===== src/dsdr_pkg.sv =====
// Package: shared constants and controller types for the descending sort block.
`timescale 1ns / 1ps
`default_nettype none
package dsdr_pkg;
	localparam int DepthDefault = 64;
	localparam int ScoreW = 16;
	localparam int RankW = 7;

	typedef enum logic [2:0] {
		ST_LOAD,
		ST_SEL_CLR,
		ST_SEL_SCAN,
		ST_SEL_READ,
		ST_EMIT
	} state_t;

	typedef struct packed {
		logic load;
		logic scan_start;
		logic scan_step;
		logic read_sel;
		logic emit_take;
		logic clear_set;
	} cmd_t;

	typedef struct packed {
		logic scan_done;
		logic last_pick;
	} sts_t;
endpackage
`default_nettype wire


===== src/dsdr_datapath.sv =====
// Datapath: score memory, selection scan, rank counter and output register.
`timescale 1ns / 1ps
`default_nettype none
module dsdr_datapath #(
	parameter int DEPTH = dsdr_pkg::DepthDefault
) (
	input  wire logic clk,
	input  wire logic arst_n,
	input  wire dsdr_pkg::cmd_t cmd,
	output dsdr_pkg::sts_t sts,
	input  wire logic signed [dsdr_pkg::ScoreW-1:0] score_in,
	output logic signed [dsdr_pkg::ScoreW-1:0] out_score,
	output logic [dsdr_pkg::RankW-1:0] out_rank,
	output logic out_last
);
	import dsdr_pkg::*;
	localparam int AW = (DEPTH > 1) ? $clog2(DEPTH) : 1;
	localparam int CW = $clog2(DEPTH + 1);

	// Selection sort: each pass scans the store for the largest unused entry.
	logic signed [ScoreW-1:0] mem [DEPTH];
	logic [DEPTH-1:0] used_q;
	logic [CW-1:0] count_q, picked_q, scan_q;
	logic [AW-1:0] best_q;
	logic signed [ScoreW-1:0] best_val_q, rd_q, prev_q;
	logic best_ok_q, scan_valid_q, have_prev_q;
	logic [RankW-1:0] rank_q;
	logic [AW-1:0] scan_addr_q;
	logic scan_done_q;

	always_ff @(posedge clk) begin
		if (cmd.load && count_q < CW'(DEPTH))
			mem[count_q[AW-1:0]] <= score_in;
		rd_q <= mem[cmd.read_sel ? best_q : scan_q[AW-1:0]];
	end

	always_ff @(posedge clk or negedge arst_n) begin
		if (!arst_n) begin
			count_q <= '0;
			used_q <= '0;
			picked_q <= '0;
			scan_q <= '0;
			best_q <= '0;
			best_ok_q <= 1'b0;
			scan_valid_q <= 1'b0;
			scan_done_q <= 1'b0;
			scan_addr_q <= '0;
			have_prev_q <= 1'b0;
			rank_q <= '0;
			best_val_q <= '0;
			prev_q <= '0;
			out_score <= '0;
			out_rank <= '0;
			out_last <= 1'b0;
		end else begin
			if (cmd.load && count_q < CW'(DEPTH))
				count_q <= count_q + CW'(1);
			if (cmd.scan_start) begin
				scan_q <= '0;
				best_ok_q <= 1'b0;
				scan_valid_q <= 1'b0;
				scan_done_q <= 1'b0;
			end else if (cmd.scan_step) begin
				// read data rd_q is registered alongside scan_addr_q, so both refer to the same entry
				scan_valid_q <= (scan_q < count_q);
				scan_addr_q <= scan_q[AW-1:0];
				if (scan_q < count_q)
					scan_q <= scan_q + CW'(1);
				if (scan_valid_q && !used_q[scan_addr_q] &&
						(!best_ok_q || rd_q > best_val_q)) begin
					best_ok_q <= 1'b1;
					best_q <= scan_addr_q;
					best_val_q <= rd_q;
				end
				if (!scan_valid_q && scan_q != '0)
					scan_done_q <= 1'b1;
			end
			if (cmd.emit_take) begin
				used_q[best_q] <= 1'b1;
				picked_q <= picked_q + CW'(1);
				if (!have_prev_q || best_val_q != prev_q)
					rank_q <= rank_q + RankW'(1);
				out_rank <= (!have_prev_q || best_val_q != prev_q) ?
					rank_q + RankW'(1) : rank_q;
				prev_q <= best_val_q;
				have_prev_q <= 1'b1;
				out_score <= best_val_q;
				out_last <= (picked_q + CW'(1) == count_q);
			end
			if (cmd.clear_set) begin
				count_q <= '0;
				used_q <= '0;
				picked_q <= '0;
				rank_q <= '0;
				have_prev_q <= 1'b0;
			end
		end
	end

	assign sts.scan_done = scan_done_q;
	assign sts.last_pick = (picked_q + CW'(1) == count_q);
endmodule
`default_nettype wire


===== src/dsdr_ctrl.sv =====
// Controller: sequences loading, selection passes and result handoff.
`timescale 1ns / 1ps
`default_nettype none
module dsdr_ctrl (
	input  wire logic clk,
	input  wire logic arst_n,
	input  wire logic in_fire,
	input  wire logic in_last,
	input  wire logic out_busy,
	input  wire logic out_fire,
	input  wire dsdr_pkg::sts_t sts,
	output dsdr_pkg::cmd_t cmd,
	output logic in_ready,
	output logic out_valid
);
	import dsdr_pkg::*;
	state_t state_q, state_d;
	logic last_q;

	always_ff @(posedge clk or negedge arst_n) begin
		if (!arst_n) begin
			state_q <= ST_LOAD;
			last_q <= 1'b0;
		end else begin
			state_q <= state_d;
			if (cmd.emit_take)
				last_q <= sts.last_pick;
		end
	end

	always_comb begin
		state_d = state_q;
		cmd = '0;
		in_ready = 1'b0;
		unique case (state_q)
			ST_LOAD: begin
				in_ready = !out_busy;
				if (in_fire) begin
					cmd.load = 1'b1;
					if (in_last)
						state_d = ST_SEL_CLR;
				end
			end
			ST_SEL_CLR: begin
				cmd.scan_start = 1'b1;
				state_d = ST_SEL_SCAN;
			end
			ST_SEL_SCAN: begin
				cmd.scan_step = 1'b1;
				if (sts.scan_done)
					state_d = ST_EMIT;
			end
			ST_EMIT: begin
				if (!out_busy || out_fire) begin
					cmd.emit_take = 1'b1;
					state_d = ST_SEL_READ;
				end
			end
			ST_SEL_READ: begin
				if (last_q) begin
					cmd.clear_set = 1'b1;
					state_d = ST_LOAD;
				end else
					state_d = ST_SEL_CLR;
			end
			default: state_d = ST_LOAD;
		endcase
	end

	assign out_valid = out_busy;
endmodule
`default_nettype wire


===== src/descending_sort_dense_rank.sv =====
// Top level: descending sort with dense ranking over a stream of scores.
// Usage:
//   s_axis carries one score per word (tdata) with tlast closing the set.
//   Scores load at one per cycle into a store of DEPTH entries; once full,
//   further scores (the last one included) are dropped. Loading stalls
//   while a result waits on m_axis. After the tlast word the block picks
//   the largest remaining score by a linear scan of the store, one entry
//   per cycle. m_axis gives each score in descending order with its dense
//   rank; equal scores share a rank, the first gets rank 1. tlast marks the
//   final word. s_axis_tready is low from the tlast word until the final
//   result has been taken. A stalled m_axis holds its word; the next scan
//   still runs and its result waits. Reset empties the set and the output
//   register; store contents are not cleared and are never used before
//   being written.
`timescale 1ns / 1ps
`default_nettype none
module descending_sort_dense_rank #(
	parameter int DEPTH = dsdr_pkg::DepthDefault
) (
	input  wire logic clk,
	input  wire logic arst_n,
	input  wire logic s_axis_tvalid,
	output logic s_axis_tready,
	input  wire logic [15:0] s_axis_tdata, // [15:0] score
	input  wire logic s_axis_tlast,
	output logic m_axis_tvalid,
	input  wire logic m_axis_tready,
	output logic [23:0] m_axis_tdata, // [15:0] sorted_score, [22:16] rank
	output logic m_axis_tlast
);
	import dsdr_pkg::*;
	cmd_t cmd;
	sts_t sts;
	logic valid_q, in_fire, out_fire;
	logic signed [ScoreW-1:0] o_score;
	logic [RankW-1:0] o_rank;
	logic o_last;

	assign in_fire = s_axis_tvalid && s_axis_tready;
	assign out_fire = valid_q && m_axis_tready;

	always_ff @(posedge clk or negedge arst_n) begin
		if (!arst_n)
			valid_q <= 1'b0;
		else if (cmd.emit_take)
			valid_q <= 1'b1;
		else if (out_fire)
			valid_q <= 1'b0;
	end

	dsdr_ctrl u_ctrl (
		.clk(clk), .arst_n(arst_n), .in_fire(in_fire), .in_last(s_axis_tlast),
		.out_busy(valid_q), .out_fire(out_fire), .sts(sts), .cmd(cmd),
		.in_ready(s_axis_tready), .out_valid(m_axis_tvalid)
	);

	dsdr_datapath #(.DEPTH(DEPTH)) u_dp (
		.clk(clk), .arst_n(arst_n), .cmd(cmd), .sts(sts),
		.score_in(s_axis_tdata), .out_score(o_score), .out_rank(o_rank),
		.out_last(o_last)
	);

	assign m_axis_tdata = {1'b0, o_rank, o_score};
	assign m_axis_tlast = o_last;
endmodule
`default_nettype wire

===== config.mk =====
export PLATFORM = sky130hd
export DESIGN_NAME = descending_sort_dense_rank
export DESIGN_NICKNAME = d
export VERILOG_FILES = /design/src/dsdr_pkg.sv /design/src/dsdr_datapath.sv /design/src/dsdr_ctrl.sv /design/src/descending_sort_dense_rank.sv
export SDC_FILE = /design/constraint.sdc
export NUM_CORES = 1
export LEC_CHECK = 0
export ABC_AREA = 1
export ABC_CLOCK_PERIOD_IN_PS = 3800
export BUFFER_PORTS_ARGS = -buffer_cell sky130_fd_sc_hd__buf_2
export CAP_MARGIN = 20
export CORE_ASPECT_RATIO = 1.2
export CORE_UTILIZATION = 25
export CTS_BUF_LIST = sky130_fd_sc_hd__clkbuf_8 sky130_fd_sc_hd__clkbuf_16
export CTS_CLUSTER_SIZE = 25
export DETAILED_ROUTE_END_ITERATION = 12
export PLACE_DENSITY_LB_ADDON = 0.25
export SLEW_MARGIN = 10
export SYNTH_ARGS = -nofsm -noshare
export SYNTH_HDL_FRONTEND = slang
export SYNTH_HIERARCHICAL = 1
export SYNTH_SLANG_ARGS = --single-unit

===== constraint.sdc =====
create_clock -name clk -period 3.8 [get_ports clk]
set_input_delay 0.57 -clock clk [delete_from_list [all_inputs] [get_ports clk]]
set_output_delay 0.57 -clock clk [all_outputs]
set_load 0.005 [all_outputs]

# Word-level counts from Yosys, hierarchy flattened
# Memory sizes are Yosys's and may differ from the RTL's. A register that Yosys moved wholly into a read port is not among the register bits.
# Index checks and enable logic that the tools add are counted.
[word_totals] ff_bits=152 ram_bits=1024 inputBits=21 out_inout_bits=27 elab_cells=115 mem_count=1
[classes] add_sub_neg=4 n_lt_le_gt_ge=6 n_eq_ne=10 mux=45 bitwise=2 n_reduce_logical=30
[memory_table] name="u_dp.mem" depth=64 width=16 rd=1 rd_ports_with_merged_regs=1 write_ports=1 line="dsdr_datapath.sv:21" text="logic signed [ScoreW-1:0] mem [DEPTH];"
[ops] cell="$mux W64" n=2
[ops] cell="$mux W7" n=10
[ops] cell="$or A64 B64 Y64" n=1
[ops] cell="$add A7 B1 Y7 const B" n=4
[ops] cell="$mux W1" n=26
[ops] cell="$gt A16 B16 Y1" n=1
[ops] cell="$ne A16 B16 Y1" n=1
[ops] cell="$pmux W3 S5" n=1
[ops] cell="$lt A6 B7 Y1 const B" n=2
[ops] cell="$reduce_bool A2 Y1" n=7
[ops] cell="$mux W3" n=4
[ops] cell="$reduce_and A2 Y1" n=4
[ops] cell="$eq A7 B7 Y1" n=1
[ops] cell="$logic_and A1 B1 Y1" n=7
[ops] cell="$lt A7 B7 Y1" n=1
[ops] cell="$lt A7 B7 Y1 const B" n=1
[ops] cell="$reduce_bool A7 Y1" n=1
[ops] cell="$bmux W1 S6" n=1
[ops] cell="$demux W1 S6" n=1
[ops] cell="$eq A3 B2 Y1 const B" n=2
[ops] cell="$ge A6 B1 Y1 const B" n=1
[ops] cell="$logic_not A1 Y1" n=5
[ops] cell="$ne A2 B1 Y1 const B" n=2
[ops] cell="$ne A2 B2 Y1 const B" n=2
[ops] cell="7 further kinds" n=9

# Depth between registers and ports, before layout
# Gate-level depths: netlist (run 1).
[logic_depth] word_depth=8 ltp_mapped=18 mapped_depth_nobuf=17

# Cells and area by module
# Netlist (run 1), hierarchy kept.
[modules_own_cells] mod="dsdr_datapath" n_inst=1 cells_each=4030 area_each_um2=49142.1 seq_area_each_um2=34773.4
[modules_own_cells] mod="dsdr_ctrl" n_inst=1 cells_each=41 area_each_um2=315.3 seq_area_each_um2=100.1
[modules_own_cells] mod="descending_sort_dense_rank" n_inst=1 cells_each=11 area_each_um2=66.3 seq_area_each_um2=25.0

# Worst setup path before layout (run 1)
# OpenSTA, ideal clock, no wires.
[synth_path] path_kind="reg-to-reg" from="reg u_ctrl.state_q[1]" to="mem u_dp.mem[48][0] (enable)" setup_time_ns=0.430 arrival_ns=2.993 t_required_ns=3.370 path_slack_ns=0.377 path_stages_with_launch=12 n_path_buf=0 period_less_slack_ns=3.423 path_cell_list="dfrtp_1 -> nor2_4 -> nand2_1 -> nor2_1 -> nand2_1 -> inv_1 -> inv_1 -> nor2_1 -> nand2_1 -> inv_1 -> nand3_1 -> nor4_1"
[synth_lines] element="from (decl)" line="dsdr_ctrl.sv:17" text="state_t state_q, state_d;"
[synth_lines] element="from (signal assigned)" line="dsdr_ctrl.sv:25" text="state_q <= state_d;"
[synth_lines] element="to (decl)" line="dsdr_datapath.sv:21"

==> out/results.ini, run 1 <==
[status]
status=finished, final reports clean

[placed_design]
post-dp-hpwl_mm=94.5
pre_cts_ws_ns=0.515
routabilityCongestion=0.869
port_buffers=46

[timing]
rsz0062_at_grt=no
drv_slew=0
finalHoldViolCount=0
finalCritPeriodShare_pct=85.4
tightestPinTransition_ns=1.10
slew_headroom_pct=26.1
setup_viol=0
max_freq_ghz=0.308
hold_slack_ns=0.0688
fin_ws_ns=0.553
clock_skew_ns=0.0331
setup_tns_ns=0
min_period_ns=3.25

[critical_path]
path_class=flip-flop to flip-flop
startpoint=u_ctrl/state_q[1]$_DFFE_PN0P_
worst_setup_path_start_kind=flip-flop
worst-endpoint-arrival_ns=3.69
crit_path_end_kind=flip-flop
worstPathMaxFanout=15
required_ns=4.24
r2r_start=u_ctrl/state_q[1]$_DFFE_PN0P_

[routing]
routed_wl_mm=154
firstDrtPassIters=5
vias_per_cell=4.71
drtAntennaViolNets=0
post-route-drc-count=0
vias=32575
post_drt_wl_per_cell_um=22.3
drt_iter0_drc=3077

[cts]
clock-sinks=1193
cts.htree.levels=4
cts_buffer_depth=3
clk_latency_ns=0.77
path_clk_slew_ns=0.06
cts_buffers=135
cts_root_buf=clkbuf_16
cts_tree=done

[floorplanning]
rows=178
io_pins=48
initial_core_util_pct=25.2
die_h_um=490
fp.dieW_um=408
die_area_um2=200000
design.core.area_um2=196000

[power]
intPower_uw=23600
combPwrFrac_pct=19.1
cellPowerDensity_nw_per_um2=585
pwr-share-clk_pct=37.5
p_sw_share_pct=30.3
switchingPower_uw=10300
seq_power_share_pct=43.5
ir_drop_mv=0.487
total_leakage_power_uw=0.0201

[min_path]
min-delay-start=m_axis_tready
hp-class=input pin to flip-flop

[synth]
synth_area_um2=49500
synthCells=4082
ys_seq_area_share_pct=70.5
ys_types=47
synth-async-reset-ratio_pct=12.8
postSynthAreaPerCell_um2=12.1
syn-num-nets=4130
synth_flop_cell=edfxtp_1
ys_ff_latch=1193
synth-edff-count=1024
ys.warnings.count=6

[global_routing]
grt_pass1_wl_mm=224
grt.total_usage_pct=15.2
antenna_found_initial=11
grtUsageMet2_pct=24.9
grt_busiest_layer=met2
grt_util_met1_pct=20.3
first_global_vias=31697
grt_start_max_net_pins=87
globalRouteOverflowTotal=0
grt_util_met3_pct=2.77

[job]
max-cap-violations=0

[final_layout]
regArea_um2=34900
multi_input_area_um2=12600
drive_above_1_share_pct=13.0
nets=4245
utilization_pct=29.5
fillCellCount=20023
area_growth_syn_to_layout_pct=17.1

## cell type report
type	instances	share of cell area, %
Clock buffer	150	6.24
Clock inverter	88	1.15
Timing Repair Buffer	244	3.65
Inverter	213	1.40
Tap cell	2610	5.63
Sequential cell	1193	60.2
Antenna cell	8	0.0345
Multi-Input combinational cell	2410	21.7
## synthesized netlist by cell type, types with 3 or more instances
cell | count | area (um2)
nor2_4 | 3 | 33.8
xor2_1 | 15 | 131
nand4_1 | 44 | 275
xnor2_1 | 6 | 52.6
inv_2 | 5 | 18.8
nor4_1 | 17 | 106
nor2_1 | 564 | 2120
clkinv_1 | 7 | 26.3
o22ai_1 | 5 | 31.3
o21ai_1 | 45 | 225
buf_4 | 21 | 158
o211ai_1 | 393 | 2950
or2_2 | 78 | 488
nand3_1 | 289 | 1450
nand2_1 | 369 | 1390
ha_1 | 27 | 338
buf_2 | 79 | 395
clkbuf_1 | 124 | 465
dfrtp_1 | 153 | 3830
nor3_1 | 24 | 120
o21ai_0 | 421 | 2110
inv_1 | 201 | 754
edfxtp_1 | 1024 | 30700
dfxtp_1 | 16 | 320
a21oi_1 | 85 | 425
buf_6 | 25 | 282
buf_1 | 13 | 48.8
## worst max-delay path, cell delays in order, from the launching register on
cell and delay, ns:
dfrtp_1 0.42, nor2_4 0.18, nand2_1 0.10, nor2_1 0.13, nand2_1 0.06, inv_1 0.08, inv_1 0.05, nor2_1 0.29
nand2_1 0.23, inv_1 0.30, nand3_1 0.44, nor4_2 0.34, buf_4 0.30
## state kept, by name (all words and copies together) (netlist names), 3 cells and up
signal            cells
u_dp/best_val_q      16
u_dp/used_q          64
u_dp/best_q           6
u_dp/rd_q            16
u_dp/mem           1024
u_ctrl/state_q        3
u_dp/picked_q         7
u_dp/prev_q          16
u_dp/scan_addr_q      6
u_dp/out_rank         7
u_dp/count_q          7
u_dp/scan_q           7
u_dp/rank_q           7
## layer usage
metal	vias up	wire length [um]
li1	15091	-
met1	16379	68400
met2	875	73100
met3	224	8300
met4	6	4440
met5	-	45
## repair_timing
| action | in CTS | in global routing |
|---|---|---|
| hold endpoints to repair | 80 | 0 |
| hold buffers | 1 | 0 |
| buffers inserted | 0 | 0 |
| resized for setup | 0 | 0 |
| setup endpoints to repair | 0 | 0 |
## placed cells by master, fill, tap and decap left out, types with 8 or more instances in the layout
cell	count
diode_2	8
clkbuf_8	12
nor4_1	9
nor4_2	8
inv_1	225
nand3_1	289
edfxtp_1	1024
nand2_1	369
dfrtp_1	153
clkbuf_16	138
nand4_1	44
nor3_1	22
a21oi_1	85
buf_12	31
dfxtp_1	16
bufinv_16	8
clkinv_1	27
o21ai_0	420
ha_1	27
buf_4	167
o21ai_1	43
or2_2	78
buf_2	44
xor2_1	15
clkinv_2	22
o211ai_1	393
nor2_1	552
nor2_2	14
## cell families after synthesis
group	Yosys count	share of synthesized area (%)
adder cells (fa/ha/maj)	27	0.682
AND/OR/NAND/NOR	1399	12.3
buffers and inverters	479	4.42
flip-flops	1193	70.5
other	2	0.0152
XOR/XNOR	21	0.371
AO/OA/AOI/OAI	961	11.8
## per-stage QoR
step / power [uW] / area [um2] / std cells
after floorplan: 18700 / 49500 / 4082
after global placement: 21500 / 53700 / 6667
after detailed placement: 21500 / 53700 / 6669
after CTS: 34300 / 58000 / 6908
after global routing: 35300 / 58000 / 6911
final: 33900 / 58000 / 6916
## worst paths after layout
check,end,slack [ns],cells past startpoint
setup / recovery,u_dp/mem[48][9]$_DFFE_PP_,0.55,12
hold / removal,valid_q$_DFFE_PN0P_,0.07,4
setup reg to reg,u_dp/mem[48][9]$_DFFE_PP_,0.55,12
hold reg to reg,u_dp/scan_done_q$_DFFE_PN0P_,0.46,1
max in group asynchronous,valid_q$_DFFE_PN0P_,2.46,3
min in group asynchronous,u_dp/out_last$_DFFE_PN0P_,0.43,2
## power groups by stage
stage | sequential [uW] | clock (uW) | combinational, uW
2_1_floorplan | 14800 | 0 | 3900
3_3_place_gp | 15000 | 0 | 6490
3_5_place_dp | 15000 | 0 | 6520
4_1_cts | 14700 | 13000 | 6540
5_1_grt | 14700 | 13500 | 7080
6_report | 14700 | 12700 | 6470
Note: power is estimated with default switching activity, not from simulation.
==> run 2, diff against run 1 <==
--- a/config.mk
+++ b/config.mk
@@ -14,6 +14,7 @@
 export CTS_BUF_LIST = sky130_fd_sc_hd__clkbuf_8 sky130_fd_sc_hd__clkbuf_16
 export CTS_CLUSTER_SIZE = 25
 export DETAILED_ROUTE_END_ITERATION = 12
+export MAX_ROUTING_LAYER = met4
 export PLACE_DENSITY_LB_ADDON = 0.25
 export SLEW_MARGIN = 10
 export SYNTH_ARGS = -nofsm -noshare
==> run 2 against run 1 <==
Die area unchanged. Non-clock buffer count stayed put. Routed wire length hardly changed. Critical path depth unchanged. Fmax decreased by 0.72%. Power about the same. Via count is 0.13% lower. Highest routed layer is now met4.
==> out/results.ini, run 2 (same netlist as run 1, synthesis figures left out) <==
[cts]
cts_tree=done
cts_root_buf=clkbuf_16
cts_buffers=135  ; unchanged
clock-sinks=1193  ; unchanged
path_clk_slew_ns=0.06  ; about the same
clk_latency_ns=0.77  ; about the same
post_cts.repair.setup_buffers=0  ; unchanged
cts.htree.levels=4  ; unchanged
cts_buffer_depth=3  ; unchanged

[routing]
firstDrtPassIters=5  ; unchanged
vias=32534  ; -0.13%
drt_iter0_drc=3091  ; +0.45%
routed_wl_mm=154  ; about the same
vias_per_cell=4.71  ; about the same
post_drt_wl_per_cell_um=22.3  ; about the same
drtAntennaViolNets=0  ; unchanged
post-route-drc-count=0  ; unchanged

[timing]
setup_tns_ns=0  ; unchanged
finalHoldViolCount=0  ; unchanged
clock_skew_ns=0.0363  ; +0.00319 ns
finalCritPeriodShare_pct=86.1  ; +0.62 points
hold_slack_ns=0.0727  ; +0.00382 ns
rsz0062_at_grt=no
min_period_ns=3.27  ; +0.0237 ns
slew_headroom_pct=25.1  ; -0.94 points
tightestPinTransition_ns=1.11  ; +0.0139 ns
max_freq_ghz=0.306  ; -0.72%
drv_slew=0  ; unchanged
setup_viol=0  ; unchanged

[floorplanning]
rows=178  ; unchanged
design.core.area_um2=196000  ; unchanged
fp.dieW_um=408  ; unchanged
io_pins=48  ; unchanged
die_area_um2=200000  ; unchanged
initial_core_util_pct=25.2  ; unchanged
die_h_um=490  ; unchanged

[final_layout]
fillCellCount=20027  ; +0.020%
layout_common_cells=1,024 x edfxtp_1, 552 x nor2_1, 420 x o21ai_0
largest_reg_flops=1024  ; unchanged
area_growth_syn_to_layout_pct=17.0  ; about the same
layout_commonest_cell=edfxtp_1
fin_area_um2=58000  ; about the same
nets=4245  ; unchanged
drive_above_1_share_pct=13.0  ; unchanged

[critical_path]
cpMaxStageDelayCell=nand3_1
r2r_slack_ns=0.53  ; -0.02 ns
worstPathMaxFanout=15  ; unchanged
required_ns=4.23  ; about the same
cpPeakStageDelay_ns=0.44  ; about the same
worst-endpoint-arrival_ns=3.70  ; about the same
worst_setup_path_start_kind=flip-flop
worstPathCellList=nor2_4 > nand2_1 > nor2_1 > nand2_1 > inv_1 > inv_1 > nor2_1 > nand2_1 > inv_1 > nand3_1 > nor4_2 > buf_4
path_class=flip-flop to flip-flop
crit_path_end_kind=flip-flop

[min_path]
hp-class=input pin to flip-flop

[global_routing]
grt_util_met3_pct=2.68  ; -0.093 points
grtUsageMet2_pct=24.9  ; about the same
grt_pass1_wl_mm=223  ; about the same
grt_util_met1_pct=20.3  ; +0.070 points
grt_start_max_net_pins=87  ; unchanged
grt_busiest_layer=met2
first_global_vias=31658  ; -0.12%
globalRouteOverflowTotal=0  ; unchanged
antenna_found_initial=7  ; -4
grt.total_usage_pct=15.7  ; +0.45 points

[job]
max-cap-violations=0  ; unchanged

[power]
cellPowerDensity_nw_per_um2=585  ; about the same
ir_drop_mv=0.478  ; -1.9%
power_uw=33900  ; about the same
total_leakage_power_uw=0.0201  ; unchanged

[status]
status=finished, final reports clean

[placed_design]
routabilityCongestion=0.884  ; +1.6%
dpl_cell_area_um2=53700  ; unchanged
port_buffers=46  ; unchanged
post-dp-hpwl_mm=94.5  ; unchanged

run 2: cell types whose count changed in the layout (fill, tap and decap cells not counted), sizes merged:
cell and change:
diode -4
run 2: worst paths after layout:
kind                                                from                      endpoint  cells after the start
max in group asynchronous                         arst_n           valid_q$_DFFE_PN0P_                      3
min in group asynchronous                         arst_n     u_dp/out_last$_DFFE_PN0P_                      2
hold reg to reg            u_dp/scan_valid_q$_DFFE_PN0P_  u_dp/scan_done_q$_DFFE_PN0P_                      1
hold / removal                             m_axis_tready           valid_q$_DFFE_PN0P_                      4
setup reg to reg           u_ctrl/state_q[1]$_DFFE_PN0P_     u_dp/mem[48][9]$_DFFE_PP_                     12
setup / recovery           u_ctrl/state_q[1]$_DFFE_PN0P_     u_dp/mem[48][9]$_DFFE_PP_                     12
run 2: per-stage QoR:
step                      std cells  utilization (%)  setup slack [ns]
after global placement         6667             27.3             0.490
after floorplan                4082                -             0.377
after CTS                      6908             29.5             0.488
after detailed placement       6669             27.3             0.515
final                          6912             29.5             0.530
after global routing           6912             29.5             0.240
run 2: layout make-up:
| type | count | area (um2) | area share (%) |
|---|---|---|---|
| clock buffer | 150 | 3620 | 6.24 |
| timing repair buffer | 244 | 2120 | 3.65 |
| multi-input combinational | 2410 | 12600 | 21.7 |
| clock inverter | 88 | 664 | 1.15 |
| antenna | 4 | 10.0 | 0.0173 |
| sequential | 1193 | 34900 | 60.2 |
| tap | 2610 | 3270 | 5.63 |
| inverter | 213 | 810 | 1.40 |
run 2: where the power goes:
part / internal, uW / total, uW / switching (uW) / leakage (uW)
Clock: 7360 / 12700 / 5330 / 0.00221
Combinational: 1830 / 6470 / 4640 / 0.00661
Sequential: 14400 / 14700 / 311 / 0.0113
Total: 23600 / 33900 / 10300 / 0.0201
run 2: critical path, delay by kind of cell (launching register included):
kind	cells	cell delay, ns
buffers and inverters	4	0.73
AND/OR/NAND/NOR	8	1.77
flip-flops	1	0.42
run 2: what timing repair did:
| item | CTS | global route |
|---|---|---|
| gates resized for setup | 0 | 0 |
| hold buffers | 1 | 0 |
| endpoints found under the hold margin | 80 | 0 |
run 2: per-layer routing:
layer / wire length (um) / vias to the layer above
li1: - / 15074
met1: 68700 / 16418
met2: 73600 / 811
met3: 7680 / 231
met4: 4420 / 0
met5: 0 / -
